`config.mk`:
```
export PLATFORM = sky130hd
export DESIGN_NAME = qea_ctrl
export DESIGN_NICKNAME = d
export VERILOG_FILES = /design/src/hdl/assert_macros.svh /design/src/hdl/qea_pkg.sv /design/src/hdl/qea_ctrl.sv
export SDC_FILE = /design/constraint.sdc
export NUM_CORES = 1
export LEC_CHECK = 0
export ABC_AREA = 1
export ABC_CLOCK_PERIOD_IN_PS = 2700
export BUFFER_PORTS_ARGS = -buffer_cell sky130_fd_sc_hd__buf_2
export CORE_ASPECT_RATIO = 1.2
export CORE_MARGIN = 5
export CORE_UTILIZATION = 50
export CTS_CLUSTER_SIZE = 20
export DETAILED_ROUTE_END_ITERATION = 16
export GPL_ROUTABILITY_DRIVEN = 1
export HOLD_SLACK_MARGIN = 0.08
export PLACE_DENSITY = 0.7
export RECOVER_POWER = 50
export SETUP_SLACK_MARGIN = 0.2
export SYNTH_ARGS = -nofsm -noshare
export SYNTH_HDL_FRONTEND = slang
export SYNTH_SLANG_ARGS = --single-unit
```
`constraint.sdc`:
```
create_clock -name clk -period 2.7 [get_ports clk]
set_clock_uncertainty 0.05 [all_clocks]
set_input_delay 0.54 -clock clk [delete_from_list [all_inputs] [get_ports clk]]
set_output_delay 0.54 -clock clk [all_outputs]
set_load 0.1 [all_outputs]
```
`src/hdl/assert_macros.svh`:
```
// ----------------------------------------------------------------------------
// Assertion macros
// Concurrent assertion helpers clocked on clk with reset rst_n.
// ----------------------------------------------------------------------------
`ifndef ASSERT_MACROS_SVH
`define ASSERT_MACROS_SVH

`ifndef NO_ASSERTIONS

// Same-cycle implication
`define QEA_ASSERT_IMP(label, ante, cons) \
    label: assert property (@(posedge clk) disable iff (!rst_n) (ante) |-> (cons)) \
        else $error("qea assertion failed");

// Next-cycle implication
`define QEA_ASSERT_NXT(label, ante, cons) \
    label: assert property (@(posedge clk) disable iff (!rst_n) (ante) |=> (cons)) \
        else $error("qea assertion failed");

`else

`define QEA_ASSERT_IMP(label, ante, cons)
`define QEA_ASSERT_NXT(label, ante, cons)

`endif

`endif

```
`src/hdl/qea_pkg.sv`:
```
// ----------------------------------------------------------------------------
// qea_pkg
// Shared constants, operation codes and term tables of the quadric accumulator.
// ----------------------------------------------------------------------------
package qea_pkg;

    // fixed-point formats
    localparam int FRAC_BITS = 14;
    localparam int NORM_FRAC = 14;
    localparam int ADD_SHIFT = 2 * NORM_FRAC - FRAC_BITS;
    localparam int NUM_COEF  = 10;
    localparam int IDX_W     = $clog2(NUM_COEF);

    localparam logic [63:0] SMAX = 64'h7FFF_FFFF_FFFF_FFFF;
    localparam logic [63:0] SMIN = 64'h8000_0000_0000_0000;

    // command codes
    localparam logic [1:0] CMD_CLEAR = 2'd0;
    localparam logic [1:0] CMD_ADD   = 2'd1;
    localparam logic [1:0] CMD_EVAL  = 2'd2;

    typedef logic [IDX_W-1:0] idx_t;

    // datapath operations
    typedef enum logic [3:0] {
        OP_NONE,
        OP_LOAD,
        OP_CLEAR,
        OP_DMUL,
        OP_FMUL,
        OP_SMUL,
        OP_LO,
        OP_HI,
        OP_FIN
    } op_t;

    typedef struct packed {
        op_t  op;
        idx_t idx;
    } dp_cmd_t;

    // operand sources of an evaluate monomial
    typedef enum logic [1:0] {
        SEL_X,
        SEL_Y,
        SEL_Z,
        SEL_ONE
    } sel_t;

    typedef struct packed {
        sel_t u;
        sel_t v;
        logic dbl;
    } mono_t;

    // first factor of plane term k (0..2 normal, 3 is d)
    function automatic logic [1:0] pair_a(idx_t k);
        logic [1:0] r;
        case (k)
            4'd0, 4'd1, 4'd2, 4'd3: r = 2'd0;
            4'd4, 4'd5, 4'd6:       r = 2'd1;
            4'd7, 4'd8:             r = 2'd2;
            default:                r = 2'd3;
        endcase
        return r;
    endfunction

    // second factor of plane term k
    function automatic logic [1:0] pair_b(idx_t k);
        logic [1:0] r;
        case (k)
            4'd0:                   r = 2'd0;
            4'd1, 4'd4:             r = 2'd1;
            4'd2, 4'd5, 4'd7:       r = 2'd2;
            default:                r = 2'd3;
        endcase
        return r;
    endfunction

    // monomial of the quadratic form paired with coefficient k
    function automatic mono_t mono(idx_t k);
        mono_t m;
        case (k)
            4'd0:    m = '{u: SEL_X,   v: SEL_X,   dbl: 1'b0};
            4'd1:    m = '{u: SEL_X,   v: SEL_Y,   dbl: 1'b1};
            4'd2:    m = '{u: SEL_X,   v: SEL_Z,   dbl: 1'b1};
            4'd3:    m = '{u: SEL_X,   v: SEL_ONE, dbl: 1'b1};
            4'd4:    m = '{u: SEL_Y,   v: SEL_Y,   dbl: 1'b0};
            4'd5:    m = '{u: SEL_Y,   v: SEL_Z,   dbl: 1'b1};
            4'd6:    m = '{u: SEL_Y,   v: SEL_ONE, dbl: 1'b1};
            4'd7:    m = '{u: SEL_Z,   v: SEL_Z,   dbl: 1'b0};
            4'd8:    m = '{u: SEL_Z,   v: SEL_ONE, dbl: 1'b1};
            default: m = '{u: SEL_ONE, v: SEL_ONE, dbl: 1'b0};
        endcase
        return m;
    endfunction

    // magnitude of a 16-bit signed value
    function automatic logic [15:0] mag16(logic signed [15:0] v);
        return v[15] ? 16'(-v) : 16'(v);
    endfunction

endpackage

```
`src/hdl/qea_ctrl.sv`:
```
// ----------------------------------------------------------------------------
// qea_ctrl
// Sequencer: steps the datapath through clear, add-plane and evaluate.
// ----------------------------------------------------------------------------
module qea_ctrl (
    input  logic             clk,
    input  logic             rst_n,
    input  logic             start,
    input  logic [1:0]       command,
    output logic             busy,
    output qea_pkg::dp_cmd_t cmd
);
    import qea_pkg::*;

    typedef enum logic [3:0] {
        S_IDLE,
        S_DMUL,
        S_DWAIT,
        S_FMUL,
        S_FDRAIN,
        S_ES,
        S_ELO,
        S_EHI,
        S_EWAIT,
        S_EFIN
    } state_t;

    state_t state_reg, state_next;
    idx_t   cnt_reg, cnt_next;
    logic   busy_reg;

    localparam idx_t LAST_D    = IDX_W'(2);
    localparam idx_t LAST_TERM = IDX_W'(NUM_COEF - 1);
    localparam idx_t LAST_DRN  = IDX_W'(1);

    // next state
    always_comb
    begin
        state_next = state_reg;
        cnt_next   = cnt_reg;
        unique case (state_reg)
            S_IDLE:
            begin
                cnt_next = '0;
                if (start && command == CMD_ADD)
                    state_next = S_DMUL;
                else if (start && command == CMD_EVAL)
                    state_next = S_ES;
            end
            S_DMUL:
            begin
                cnt_next = cnt_reg + 1'b1;
                if (cnt_reg == LAST_D)
                    state_next = S_DWAIT;
            end
            S_DWAIT:
            begin
                cnt_next   = '0;
                state_next = S_FMUL;
            end
            S_FMUL:
            begin
                cnt_next = cnt_reg + 1'b1;
                if (cnt_reg == LAST_TERM)
                begin
                    cnt_next   = '0;
                    state_next = S_FDRAIN;
                end
            end
            S_FDRAIN:
            begin
                cnt_next = cnt_reg + 1'b1;
                if (cnt_reg == LAST_DRN)
                    state_next = S_IDLE;
            end
            S_ES:    state_next = S_ELO;
            S_ELO:   state_next = S_EHI;
            S_EHI:
            begin
                cnt_next = cnt_reg + 1'b1;
                if (cnt_reg == LAST_TERM)
                    state_next = S_EWAIT;
                else
                    state_next = S_ES;
            end
            S_EWAIT: state_next = S_EFIN;
            S_EFIN:  state_next = S_IDLE;
            default: state_next = S_IDLE;
        endcase
    end

    // datapath command decode
    always_comb
    begin
        cmd.idx = cnt_reg;
        cmd.op  = OP_NONE;
        unique case (state_reg)
            S_IDLE:
            begin
                if (start && command == CMD_CLEAR)
                    cmd.op = OP_CLEAR;
                else if (start && (command == CMD_ADD || command == CMD_EVAL))
                    cmd.op = OP_LOAD;
            end
            S_DMUL:  cmd.op = OP_DMUL;
            S_FMUL:  cmd.op = OP_FMUL;
            S_ES:    cmd.op = OP_SMUL;
            S_ELO:   cmd.op = OP_LO;
            S_EHI:   cmd.op = OP_HI;
            S_EFIN:  cmd.op = OP_FIN;
            default: cmd.op = OP_NONE;
        endcase
    end

    // state and registered outputs
    always_ff @(posedge clk or negedge rst_n)
    begin
        if (!rst_n)
        begin
            state_reg <= S_IDLE;
            cnt_reg   <= '0;
            busy_reg  <= 1'b0;
        end
        else
        begin
            state_reg <= state_next;
            cnt_reg   <= cnt_next;
            busy_reg  <= (state_next != S_IDLE);
        end
    end

    assign busy = busy_reg;

endmodule

```
==> flow_summary.toml, run 1 <==
[outcome]
status = "finished, final reports clean"

[routing]
drtPass1Iterations = 4
wl_met3_um = 63
vias_per_cell = 4.974
top_layer_used = "met3"
wirelength_um = 1639
ant_nets = 0
vias = 761
drtIter0Drc = 29
remaining_drc_errors = 0
routedWlPerCell_um = 10.71
met2_length_um = 848
drt-met1-wl_um = 726

[finish]
layout-drive-gt1-share_pct = 21.32
mostFrequentLayoutCells = "nand2_1, nor2_1, inv_1, nand3_1, buf_2"
nNetsFinal = 148
synthToLayoutAreaGrowth_pct = 13.74
mostFrequentLayoutCell = "nand2_1"
antennaDiodeCount = 0
final_cells = 153

[sta]
rsz0062_at_grt = "false"
layout_min_cycle_time_ps = 2445
period_share_pct = 90.55
setup-violations-final = 0
relSlewSlack_pct = 67.81
clock.fmax_mhz = 409.0
tightest_slew_ps = 486.2
hold_viol_final = 0
maxSlewViolCount = 0
fin_setup_tns_ps = 0

[critical_path]
max_stage_delay_ps = 430
critical_path_arrival_ps = 1850
crit_path_start_kind = "register"
cp_cell_sequence = "inv_1 > nand2_1 > nor2_1 > nand3_1 > nand3_1 > buf_2"
slowest_stage = "dfrtp_1"
worstPathRequired_ps = 2110
worstSetupPathType = "register to output port"
end_kind = "output port"
cp_max_fo = 6
crit_top_cell = "nand3_1"

[synth]
ys_types = 18
synthAdderAreaFrac_pct = 9.479
synth_area_sq_um = 792.0
synth_compound_area_share_pct = 5.371
synth_xor_area_share_pct = 2.212
synth_top_family_by_area = "simple AND/OR/NAND/NOR gates"
ys_ff_latch = 9
synth.area.mux_share_pct = 0
yosys_warnings = 0
yosys.area_share.simple_pct = 45.34
synthCells = 118
syn_area_per_cell_sq_um = 6.712
ys_seq_area_share_pct = 28.44
synth_nets = 129

[global_route]
grt_usage_pct = 16.12
grt_overflow = 0
grt_max_degree = 10
antenna_found_initial = 0
grt_pass1_wl_um = 2946
grt_pass1_vias = 741

[place]
routabilityCongestion = 0.8472
dp_hpwl_um = 1444
dp.cells = 148
port_buffers = 13

[floorplanning]
design.core.area_sq_mm = 0.001464
die_h_um = 53.60
io-pin-count = 14
initial_utilization_pct = 54.10
dieArea_sq_mm = 0.002483
dieWidth_um = 46.33
rows = 15

[job]
maxCapViolations = 0

[clocking]
cts.sinks = 9
cts_made_buffers = 3
path_clk_slew_ps = 60
cts_root_buf = "clkbuf_4"
clockBufferDepth = 2
htreeDepth = 1
insertion_delay_ps = 250
cts_tree = "done"

[worst_hold_path]
hp-class = "register to register"
[cell families (layout without fill, tap and decap cells)]
group | after synthesis | after routing
AO/OA/AOI/OAI | 7 | 7
buffers and inverters | 18 | 36
XOR/XNOR | 2 | 2
AND/OR/NAND/NOR | 76 | 76
adder cells (fa/ha/maj) | 6 | 6
flip-flops | 9 | 9
[Yosys cell counts]
cell / number / area [sq um]
nor2_4: 2 / 22.52
inv_1: 14 / 52.55
clkinv_4: 1 / 8.760
nand4_1: 1 / 6.260
o21ai_0: 1 / 5.000
nand3_1: 15 / 75.07
dfrtp_1: 9 / 225.2
nand2_1: 30 / 112.6
o21ai_1: 2 / 10.01
nand2_4: 3 / 33.78
a21oi_1: 2 / 10.01
nor2_1: 19 / 71.32
o21ai_2: 2 / 17.52
ha_1: 6 / 75.07
nand2_2: 5 / 31.28
inv_2: 3 / 11.26
xor2_1: 2 / 17.52
nor2_2: 1 / 6.260
[routing by layer]
layer  up-vias  GRT usage [%]
met1       345          20.25
li1        402              -
met3         0          2.341
met5         -              0
met2        14          27.98
met4         0          4.739
[metrics by stage]
| step | worst slack (ps) | cell area [sq um] | util, % | hold slack (ps) |
|---|---|---|---|---|
| 2_1_floorplan | 275.5 | 792.0 | - | 194.4 |
| 3_3_place_gp | 586.5 | 878.3 | 60.00 | 343.7 |
| 3_5_place_dp | 541.3 | 878.3 | 60.00 | 346.1 |
| 4_1_cts | 296.6 | 914.6 | 62.48 | 578.2 |
| 5_1_grt | 135.0 | 900.9 | 61.54 | 628.0 |
| 6_report | 255.0 | 900.9 | 61.54 | 566.4 |
[final timing paths]
check                                    end  slack, ps  depth (start not counted)          from
min in group asynchronous         cnt_reg[0]        700                          2         rst_n
worst max register to register          busy       1080                          9    cnt_reg[1]
worst min register to register    cnt_reg[1]        570                          2    cnt_reg[1]
max in group asynchronous       state_reg[2]       1580                          2         rst_n
worst min-delay path              cnt_reg[1]        570                          2    cnt_reg[1]
worst max-delay path                  cmd[5]        260                          6  state_reg[0]
[critical path: cells and delay by family, from the launching register on]
family,cells,cell delay [ps]
and+or+nand+nor,4,620
buffers and inverters,2,560
DFF,1,430
[final cells by class]
cell class                      count  area, sq um
Clock buffer                        4        26.28
Sequential cell                     9        225.2
Timing Repair Buffer               14        76.32
Fill cell                         156        563.0
Tap cell                           17        21.27
Inverter                           18        72.57
Multi-Input combinational cell     91        479.2
[repair_timing]
action | in CTS | in global routing
hold buffers | 1 | 0
resized for setup | 0 | 1
endpoints found under the setup margin | 0 | 1
hold endpoints to repair | 9 | 0
buffers inserted | 0 | 0
Power of run 1 is not shown: default switching activity piles up to over one toggle a cycle in this logic, so the estimate is an artifact.
==> run 2, diff against run 1 <==
--- a/config.mk
+++ b/config.mk
@@ -5,10 +5,8 @@
 export SDC_FILE = /design/constraint.sdc
 export NUM_CORES = 1
 export LEC_CHECK = 0
-export ABC_AREA = 1
 export ABC_CLOCK_PERIOD_IN_PS = 2700
 export BUFFER_PORTS_ARGS = -buffer_cell sky130_fd_sc_hd__buf_2
-export CORE_ASPECT_RATIO = 1.2
 export CORE_MARGIN = 5
 export CORE_UTILIZATION = 50
 export CTS_CLUSTER_SIZE = 20
==> flow_summary.toml, run 2 <==
[outcome]
status = "finished, final reports clean"

[critical_path]
slowest_stage = "dfrtp_1"
critical_path_arrival_ps = 1760
end_kind = "output port"
max_stage_delay_ps = 640
cp_top_family = "flip-flops"
crit_start = "state_reg[0]"
cp_max_fo = 15
r2r-start = "cnt_reg[0]"
path_buf_inv = 2
worstSetupPathType = "register to output port"
worstPathRequired_ps = 2110
crit_path_start_kind = "register"
cp_cell_sequence = "inv_1 > a221oi_2 > clkbuf_4"

[synth]
netlist_top_cells_count = "nor2_1, dfrtp_1, inv_1"
yosysMostFrequentCell = "nor2_1"
yosys_warnings = 0
ys.flop_type = "dfrtp_1"
synth_nets = 95
synthCells = 84
syn_area_per_cell_sq_um = 9.041
synth_area_sq_um = 759.5
synth.largest_area_cell = "dfrtp_1"
synthTopCellsByArea = "dfrtp_1, ha_1, nor2_1, inv_1, a21oi_1"
synthDominantCellAreaShare_pct = 29.65
synth_edf_count = 0
ys_ff_latch = 9
async_flop_share_pct = 100.0
ys_types = 36
ys_seq_area_share_pct = 29.65

[clocking]
htreeDepth = 1
cts_made_buffers = 3
insertion_delay_ps = 260
cts_tree = "done"
post_cts_buffers = 0
cts.sinks = 9
path_clk_slew_ps = 60
clockBufferDepth = 2
cts_root_buf = "clkbuf_4"

[finish]
mostFrequentLayoutCell = "buf_2"
antennaDiodeCount = 0
mostFrequentLayoutCells = "buf_2, inv_1, nor2_1, dfrtp_1, ha_1"
synthToLayoutAreaGrowth_pct = 13.67
layout-drive-gt1-share_pct = 28.28
nNetsFinal = 111
final_cells = 115

[routing]
routedWlPerCell_um = 13.18
vias_per_cell = 5.574
vias = 641
wirelength_um = 1516
remaining_drc_errors = 0
drtPass1Iterations = 4
ant_nets = 0
drtIter0Drc = 12

[place]
routabilityCongestion = 0.7311
port_buffers = 13
dp.cells = 110
dp_hpwl_um = 1187
place_ws_ps = 316.5

[sta]
tightest_slew_ps = 496.8
setup-violations-final = 0
clock.fmax_mhz = 425.0
rsz0062_at_grt = "false"
maxSlewViolCount = 0
relSlewSlack_pct = 66.03
setup_slack_ps = 347.2
period_share_pct = 87.14
hold_viol_final = 0
layout_min_cycle_time_ps = 2353
fin_setup_tns_ps = 0

[job]
maxCapViolations = 0

[floorplanning]
dieWidth_um = 48.98
design.core.area_sq_mm = 0.001471
die_h_um = 48.98
io-pin-count = 14
initial_utilization_pct = 51.62
rows = 14
dieArea_sq_mm = 0.002399

[global_route]
grt_max_degree = 16
grt_pass1_wl_um = 2822
grt_pass1_vias = 650
grt_usage_pct = 14.34
antenna_found_initial = 0
grt_overflow = 0

[worst_hold_path]
hp-class = "register to register"
hold_start = "cnt_reg[1]"
==> run 2: changes by cell type in the layout (fill, tap and decap cells not counted), sizes merged, moves of 2 or more <==
cell	delta
a211oi	+2
nor3	+5
nand2	-33
mux2i	+2
nand4bb	+2
inv	-8
nor2	-12
a21oi	+4
nand3	-13
==> run 2: path summary, 6_finish.rpt <==
path                                      to  depth (start not counted)  slack, ps
worst min register to register    cnt_reg[1]                          2        550
min in group asynchronous               busy                          2        680
worst max register to register          busy                          5        850
worst min-delay path              cnt_reg[1]                          2        550
max in group asynchronous       state_reg[3]                          2       1600
worst max-delay path                  cmd[4]                          3        350
==> run 2: what timing repair did <==
action,CTS,global route
resized for setup,0,2
endpoints found under the hold margin,9,0
hold buffers,1,0
endpoints found under the setup margin,0,2
==> run 2: worst reg2reg max path: cells and delay by family, from the launching register on <==
kind,cells,cell delay (ps)
fa+ha+maj,1,140
compound gates,1,480
buf+inv,1,90
simple gates,2,580
flops,1,450
==> run 2: through the flow <==
stage	utilization (%)	hold slack (ps)	area (sq um)
floorplan	-	194.4	777.0
global placement	57.23	345.2	842.1
detailed placement	57.23	347.0	842.1
CTS	59.78	557.9	879.6
global route	58.67	606.5	863.3
finish	58.67	554.9	863.3
==> run 2: per-layer routing <==
metal / share of wire, % / GRT usage (%) / up-vias
met3: 3.4 / 1.223 / 4
met5: 0 / 0 / -
met2: 47 / 23.04 / 16
met4: 2.0 / 8.072 / 0
met1: 47 / 18.64 / 297
li1: - / - / 324
==> run 2: cells by family (layout without fill, tap and decap cells) <==
| logic type | after synthesis | in the layout | share of synthesized area, % |
|---|---|---|---|
| simple gates | 32 | 32 | 25.70 |
| xor+xnor | 3 | 3 | 4.449 |
| fa+ha+maj | 6 | 6 | 9.884 |
| flops | 9 | 9 | 29.65 |
| mux | 2 | 2 | 2.636 |
| buf+inv | 13 | 28 | 8.071 |
| compound gates | 19 | 19 | 19.61 |
==> run 2: layout make-up <==
class | instances | area, sq um
Clock buffer | 3 | 22.52
Timing Repair Buffer | 15 | 86.33
Tap cell | 16 | 20.02
Multi-Input combinational cell | 62 | 470.5
Clock inverter | 1 | 5.005
Sequential cell | 9 | 225.2
Inverter | 9 | 33.78
Fill cell | 144 | 608.1
Power of run 2 is left out for the same reason.
==> run 3, diff against run 2 <==
--- a/config.mk
+++ b/config.mk
@@ -5,7 +5,7 @@
 export SDC_FILE = /design/constraint.sdc
 export NUM_CORES = 1
 export LEC_CHECK = 0
-export ABC_CLOCK_PERIOD_IN_PS = 2700
+export ABC_CLOCK_PERIOD_IN_PS = 2500
 export BUFFER_PORTS_ARGS = -buffer_cell sky130_fd_sc_hd__buf_2
 export CORE_MARGIN = 5
 export CORE_UTILIZATION = 50
==> constraint.sdc (replaced) <==
create_clock -name clk -period 2.5 [get_ports clk]
set_clock_uncertainty 0.05 [all_clocks]
set_input_delay 0.5 -clock clk [delete_from_list [all_inputs] [get_ports clk]]
set_output_delay 0.5 -clock clk [all_outputs]
set_load 0.1 [all_outputs]
==> flow_summary.toml, run 3 (synthesis results as in run 2) <==
[sta]
clock.fmax_mhz = 474.7
rsz0062_at_grt = "false"
setup-violations-final = 0
layout_min_cycle_time_ps = 2107
fin_setup_tns_ps = 0
period_share_pct = 84.26
tightest_slew_ps = 1165
setup_slack_ps = 393.4
maxSlewViolCount = 0
relSlewSlack_pct = 22.64
hold_viol_final = 0

[critical_path]
end_kind = "output port"
crit_path_start_kind = "input pin"
worstSetupPathType = "input pin to output port"
cp_max_fo = 2
worstPathRequired_ps = 1950
critical_path_arrival_ps = 1560

[clocking]
insertion_delay_ps = 250
cts_root_buf = "clkbuf_4"
cts.sinks = 9
htreeDepth = 1
cts_tree = "done"
path_clk_slew_ps = 60
cts_made_buffers = 3
clockBufferDepth = 2

[global_route]
grt_overflow = 0
grt_max_degree = 16
grt_pass1_vias = 657
grt_usage_pct = 14.48
antenna_found_initial = 0
grt_pass1_wl_um = 2870

[place]
routabilityCongestion = 0.7384
place_ws_ps = 375.1
dp_hpwl_um = 1250
port_buffers = 13

[routing]
routedWlPerCell_um = 14.11
drtPass1Iterations = 4
remaining_drc_errors = 0
vias_per_cell = 5.581
drtIter0Drc = 9
wirelength_um = 1651
ant_nets = 0
vias = 653

[floorplanning]
io-pin-count = 14
rows = 14
dieArea_sq_mm = 0.002399
dieWidth_um = 48.98
die_h_um = 48.98
design.core.area_sq_mm = 0.001471
initial_utilization_pct = 51.62

[job]
maxCapViolations = 0

[finish]
synthToLayoutAreaGrowth_pct = 19.11
nNetsFinal = 113
layout-drive-gt1-share_pct = 29.70
antennaDiodeCount = 0
mostFrequentLayoutCells = "inv_1, nor2_1, dfrtp_1, buf_2, ha_1"
nFillCells = 140

[worst_hold_path]
hp-class = "register to register"

[outcome]
status = "finished, final reports clean"
## run 3: final cells by class
class / instances / area [sq um] / area share (%)
repair buffers: 17 / 115.1 / 12.72
well taps: 16 / 20.02 / 2.213
multi-input cells: 62 / 483.0 / 53.39
flip-flops and latches: 9 / 226.5 / 25.03
clock buffers: 4 / 26.28 / 2.905
inverters: 9 / 33.78 / 3.734
## run 3: critical path, stage by stage
cell and delay [ps]:
buf_2 90, inv_1 50, ha_1 210, nor2_1 100
nand3_1 120, a221oi_4 280, buf_12 210
## run 3: layer usage
metal	wire length [um]	vias to the layer above	track usage, %
met5	0	-	0
met1	745	315	17.36
met3	43	0	3.364
met4	0	0	1.345
li1	-	329	-
met2	863	9	26.74
## run 3: what timing repair did
action | 4_1_cts | 5_1_grt
setup endpoints to repair | 1 | 4
gates resized for setup | 1 | 2
hold buffers | 1 | 0
hold endpoints to repair | 9 | 0
buffers inserted | 0 | 0
## run 3: worst paths after layout
check / from / to / slack, ps / cells past startpoint
worst max-delay path: command[0] / cmd[4] / 390 / 7
worst min-delay path: cnt_reg[1] / cnt_reg[1] / 550 / 2
worst max register to register: cnt_reg[0] / busy / 640 / 5
worst min register to register: cnt_reg[1] / cnt_reg[1] / 550 / 2
max in group asynchronous: rst_n / state_reg[0] / 1360 / 2
min in group asynchronous: rst_n / busy / 690 / 2
## run 3: metrics by stage
| stage | cells | instance area, sq um | hold WS, ps | utilization (%) |
|---|---|---|---|---|
| floorplan | 84 | 788.3 | 154.4 | - |
| global placement | 112 | 883.3 | 302.3 | 60.03 |
| detailed placement | 112 | 883.3 | 310.6 | 60.03 |
| CTS | 117 | 922.1 | 553.9 | 62.67 |
| global route | 117 | 904.6 | 592.0 | 61.48 |
| finish | 117 | 904.6 | 547.4 | 61.48 |
Power of run 3 is left out for the same reason.
